==> src/hw/rtl/lru_ttl_address_cache_top_defines.svh <==
// assertion macros for the address cache
`ifndef LRU_TTL_ADDRESS_CACHE_TOP_DEFINES_SVH
`define LRU_TTL_ADDRESS_CACHE_TOP_DEFINES_SVH

// antecedent implies consequent in the same cycle
`define LTTC_ASSERT_SAME(label, ante, cons, msg) \
  label: assert property (@(posedge clk) disable iff (!rst_n) (ante) |-> (cons)) \
    else $error(msg);

// antecedent implies consequent in the next cycle
`define LTTC_ASSERT_NEXT(label, ante, cons, msg) \
  label: assert property (@(posedge clk) disable iff (!rst_n) (ante) |=> (cons)) \
    else $error(msg);

`endif

==> src/hw/rtl/lttc_pkg.sv <==
// shared types and constants of the address cache
package lttc_pkg;

  localparam int LTTC_ENTRIES = 64;

  localparam logic [15:0] QTYPE_A    = 16'd1;
  localparam logic [15:0] QTYPE_AAAA = 16'd28;

  typedef enum logic [2:0] {
    ST_IDLE,
    ST_DISPATCH,
    ST_READ,
    ST_EVAL,
    ST_FINISH,
    ST_DONE
  } lttc_state_t;

  typedef struct packed {
    logic [63:0] key;
    logic [31:0] ip;
    logic [32:0] expiry;
  } lttc_entry_t;

  typedef struct packed {
    logic accept;
    logic load;
    logic sweep;
    logic rd;
    logic eval;
    logic fin;
    logic emit;
  } lttc_cmd_t;

  typedef struct packed {
    logic is_store;
    logic lookup_ok;
    logic full;
    logic r_done;
    logic out_busy;
  } lttc_status_t;

endpackage

==> src/hw/rtl/lttc_ctrl.sv <==
// controller state machine of the address cache
module lttc_ctrl (
  input  logic                  clk,
  input  logic                  rst_n,
  input  logic                  in_valid,
  input  lttc_pkg::lttc_status_t st,
  output lttc_pkg::lttc_cmd_t    cmd,
  output lttc_pkg::lttc_state_t  state
);
  import lttc_pkg::*;

  lttc_state_t state_r, state_nxt;

  assign state = state_r;

  always_ff @(posedge clk) begin
    if (!rst_n) begin
      state_r <= ST_IDLE;
    end else begin
      state_r <= state_nxt;
    end
  end

  always_comb begin
    state_nxt = state_r;
    cmd       = '0;
    unique case (state_r)
      ST_IDLE: begin
        cmd.accept = 1'b1;
        if (in_valid) begin
          cmd.load  = 1'b1;
          state_nxt = ST_DISPATCH;
        end
      end
      ST_DISPATCH: begin
        if (st.lookup_ok || (st.is_store && st.full)) begin
          cmd.sweep = 1'b1;
          state_nxt = ST_READ;
        end else if (st.is_store) begin
          state_nxt = ST_FINISH;
        end else begin
          state_nxt = ST_DONE;
        end
      end
      ST_READ: begin
        if (st.r_done) begin
          state_nxt = ST_FINISH;
        end else begin
          cmd.rd    = 1'b1;
          state_nxt = ST_EVAL;
        end
      end
      ST_EVAL: begin
        cmd.eval  = 1'b1;
        state_nxt = ST_READ;
      end
      ST_FINISH: begin
        cmd.fin   = 1'b1;
        state_nxt = ST_DONE;
      end
      ST_DONE: begin
        if (!st.out_busy) begin
          cmd.emit  = 1'b1;
          state_nxt = ST_IDLE;
        end
      end
      default: state_nxt = ST_IDLE;
    endcase
  end
endmodule

==> config.mk <==
export PLATFORM = sky130hd
export DESIGN_NAME = lttc_ctrl
export DESIGN_NICKNAME = d
export VERILOG_FILES = /design/src/hw/rtl/lru_ttl_address_cache_top_defines.svh /design/src/hw/rtl/lttc_pkg.sv /design/src/hw/rtl/lttc_ctrl.sv
export SDC_FILE = /design/constraint.sdc
export NUM_CORES = 1
export LEC_CHECK = 0
export BUFFER_PORTS_ARGS = -buffer_cell sky130_fd_sc_hd__buf_2
export CAP_MARGIN = 20
export CORE_AREA = 2 2 39 41
export DETAILED_ROUTE_END_ITERATION = 10
export DIE_AREA = 0 0 41 43
export GPL_ROUTABILITY_DRIVEN = 0
export MAX_ROUTING_LAYER = met4
export PLACE_DENSITY = 0.51
export SETUP_SLACK_MARGIN = 0.05
export SLEW_MARGIN = 20
export SYNTH_ARGS = -nofsm -noshare
export SYNTH_HDL_FRONTEND = slang
export SYNTH_SLANG_ARGS = --single-unit
==> constraint.sdc <==
create_clock -name clk -period 1.5 [get_ports clk]
set_clock_uncertainty 0.2 [all_clocks]
set_input_delay 0.3 -clock clk [delete_from_list [all_inputs] [get_ports clk]]
set_output_delay 0.3 -clock clk [all_outputs]
set_load 0.01 [all_outputs]
# Word-level counts from Yosys, hierarchy flattened
# Cells that the tools add are included.
dict set report totals {
  out_inout_bits 10
  input_bits 8
  regBits 3
  elab_cells 28
}
dict set report classes {
  reduce_logical 4
  muxes 16
  eq_ne 7
}
# op count
set ops {}
lappend ops {{3-bit case mux with 6 select lines} 1}
lappend ops {{3-bit two-way mux} 4}
lappend ops {{1-bit two-way mux} 10}
lappend ops {{3-bit by 2-bit equality test with 1-bit output (second input constant)} 2}
lappend ops {{3-bit equality test (second input constant)} 2}
lappend ops {{2-bit inequality test (second input constant)} 2}
lappend ops {{3-bit by 1-bit equality test with 1-bit output (second input constant)} 1}
lappend ops {{3-bit logical NOT} 1}
lappend ops {{2-bit two-way mux} 1}
lappend ops {{2-bit AND reduction} 1}
lappend ops {{1-bit logical AND} 1}
lappend ops {{1-bit logical OR} 1}

# Logic depth before layout (Yosys ltp)
dict set report depth {
  ltp_word 4
  depth_mapped 4
  depth_no_buf 3
}

# Least setup slack after synthesis
# No wires, ideal clock.
dict set report synth_path {
  path_kind {flip-flop to output port}
  from {register state_r[2], in the netlist state[2]}
  to {output port cmd[0] in the netlist's numbering}
  arrival_time_ns 1.093
  n_path_buf 1
  required_ns 1.000
  slack_ns -0.093
  path_stages_with_launch 3
  cell_sequence {dfxtp_1 buf_2 nor4b_1}
}
# item line
set synth_rtl {}
lappend synth_rtl {{from (decl)} lttc_ctrl.sv:12} ;# lttc_state_t state_r, state_nxt;
lappend synth_rtl {{from (signal assigned)} lttc_ctrl.sv:20} ;# state_r <= state_nxt;
lappend synth_rtl {{to (decl)} lttc_ctrl.sv:7} ;# output lttc_pkg::lttc_cmd_t cmd,

==> impl_metrics.json <==
{
  "cts_tree": "built",
  "largest_reg_flops": 3,
  "routed-wl-met2_um": 533,
  "port_buffers": 17,
  "period_needed_ns": 1.67,
  "async_flop_share_pct": 0,
  "final_antenna_net_count": 0,
  "grt.overflow.total": 0,
  "highest_layer": "met4",
  "violations": "setup timing",
  "drive_gt1_share_pct": 73.3,
  "ys_ff_latch": 3,
  "hold_class": "in -> reg",
  "viasPerCell": 4.97,
  "fin_setup_tns_ns": -0.523,
  "tightestPinTransition_ns": 0.380,
  "drc": 0,
  "dieArea_um2": 1760,
  "path_clk_slew_ns": 0.04,
  "met3WireLength_um": 49,
  "intPower_mw": 0.368,
  "dp_hpwl_um": 668,
  "min_path_cells": 2,
  "syn_nets": 41,
  "grt_pass1_wl_mm": 1.45,
  "ios": 18,
  "rsz0062_at_grt": "true",
  "crit_arrival_ns": 1.17,
  "grt_pass1_vias": 353,
  "pwr-share-comb_pct": 53.0,
  "slew_headroom_pct": 74.6,
  "yosys.area.top_type": "dfxtp_1",
  "synth_top_area_share_pct": 23.5,
  "hold_end": "state[1]$_SDFFE_PN0P_",
  "r2r_end": "state[0]$_SDFFE_PN0P_",
  "slew_viol_final": 0,
  "ys.flop_type": "dfxtp_1",
  "clockPowerShare_pct": 25.5,
  "post_dp_cell_area_um2": 399,
  "row_count": 14,
  "rr_worst_depth": 5,
  "grt_max_degree": 9,
  "final_nets": 69,
  "switchingPower_mw": 0.232,
  "yosysUniqueCellTypes": 23,
  "gr-usage-all-layers_pct": 13.0,
  "drt-pass1-iter-count": 2,
  "finalCritPeriodShare_pct": 111,
  "cp-start-kind": "flop",
  "area_growth_pct": 114,
  "yosys_warnings": 0,
  "synth_edf_count": 0,
  "wirelength_mm": 1.02,
  "core_area_um2": 1380,
  "cts_buffers": 3,
  "post_drt_wl_per_cell_um": 13.4,
  "cts_num_sinks": 3,
  "antenna_cells": 0,
  "place_inst": 69,
  "r2r_start": "state[0]$_SDFFE_PN0P_",
  "via_count": 378,
  "clock_latency_ns": 0.25,
  "synth.area.top_cells": "dfxtp_1 24%, o21ai_0 5.9%, a211oi_1 5.9%",
  "fin_area_um2": 547,
  "floorplan.initialDensity_pct": 18.4,
  "hold_start": "rst_n",
  "final_cells": 76,
  "h-tree-depth": 1,
  "worstPathRequired_ns": 1.00,
  "fmax_mhz": 600,
  "fin_util_pct": 39.5,
  "cts_buffer_depth": 2,
  "cts_root_buffer": "clkbuf_4",
  "synth_common_cells": "3 x dfxtp_1, 3 x o21ai_0",
  "drt-met1-wl_um": 408,
  "timing.hold.ws_ns": 0.135,
  "p_total_mw": 0.600,
  "drt_iter0_markers": 4,
  "setup_viol": 7,
  "synth_area_per_cell_um2": 7.73,
  "p_seq_share_pct": 21.5,
  "synth.yosys.seq_area_share_pct": 23.5,
  "die_h_um": 43,
  "final-hold-violation-count": 0,
  "powerDensity_nw_per_um2": 1100,
  "ir_worst_vdd_mv": 0.305,
  "hold_buffers": 0,
  "worstSetupEndpointType": "output pin",
  "path_max_fanout": 3,
  "sw_frac_of_total_pct": 38.7,
  "pre_cts_ws_ns": 0.00171,
  "antenna_found_initial": 0,
  "worst_slack_ns": -0.165,
  "cap_viol_max_count": 0,
  "status": "finished, violations left",
  "mappedNetlistArea_um2": 255,
  "ff2ff_setup_slack_ns": 0.05,
  "dieWidth_um": 41,
  "syn_inst": 33,
  "leakage_nw": 0.240,
  "path_class": "reg -> out"
}
-- cells by family after synthesis --
family | Yosys count | synth area share, %
and+or+nand+nor | 14 | 37.7
AOI/OAI and AO/OA | 10 | 22.5
buffers and inverters | 5 | 12.3
DFF | 3 | 23.5
muxes | 1 | 3.92
-- routing by layer --
metal | vias up | GRT usage, %
li1 | 182 | -
met1 | 177 | 13.4
met2 | 16 | 20.0
met3 | 3 | 3.14
met4 | 0 | 10.0
met5 | - | -
-- power groups by stage --
stage	logic, mW	registers (mW)	clock network [mW]
after floorplan	0.135	0.114	0
after global placement	0.219	0.118	0
after detailed placement	0.219	0.119	0
after CTS	0.273	0.125	0.157
after global routing	0.344	0.132	0.168
final	0.318	0.129	0.153
-- layout make-up --
type	instances	area, um^2
multi-input combinational	25	244
sequential	3	68.8
fill	152	837
tap	16	20.0
clock buffer	4	26.3
inverter	2	10.0
timing repair buffer	26	178
-- placed cells by master, fill, tap and decap left out, types with 3 or more instances in the layout --
cell type  count
buf_2         16
buf_6          6
clkbuf_4       3
buf_4          4
-- worst max-delay path by stage --
| stage | cells past startpoint | endpoint | slack, ns | startpoint |
|---|---|---|---|---|
| 5_1_grt | 3 | cmd[3] | -0.20 | state[0]$_SDFFE_PN0P_ |
| 6_report | 3 | cmd[3] | -0.17 | state[0]$_SDFFE_PN0P_ |
| 2_1_floorplan | 3 | cmd[0] | 0.03 | state[0]$_SDFFE_PN0P_ |
| 3_5_place_dp | 3 | cmd[3] | 0.002 | state[1]$_SDFFE_PN0P_ |
| 4_1_cts | 3 | cmd[4] | -0.15 | state[1]$_SDFFE_PN0P_ |
| 3_3_place_gp | 3 | cmd[3] | 0.03 | state[1]$_SDFFE_PN0P_ |
-- worst max-delay path: stages (launching register included) --
cell and delay, ns:
dfxtp_2 0.33, buf_6 0.13, nor4_4 0.28, buf_2 0.18
-- timing repair --
item                       CTS  global route
resized for setup           16            10
setup buffers                2             1
setup endpoints to repair   10            10
pin swaps                    6             5
(Power assumes the default switching activity.)
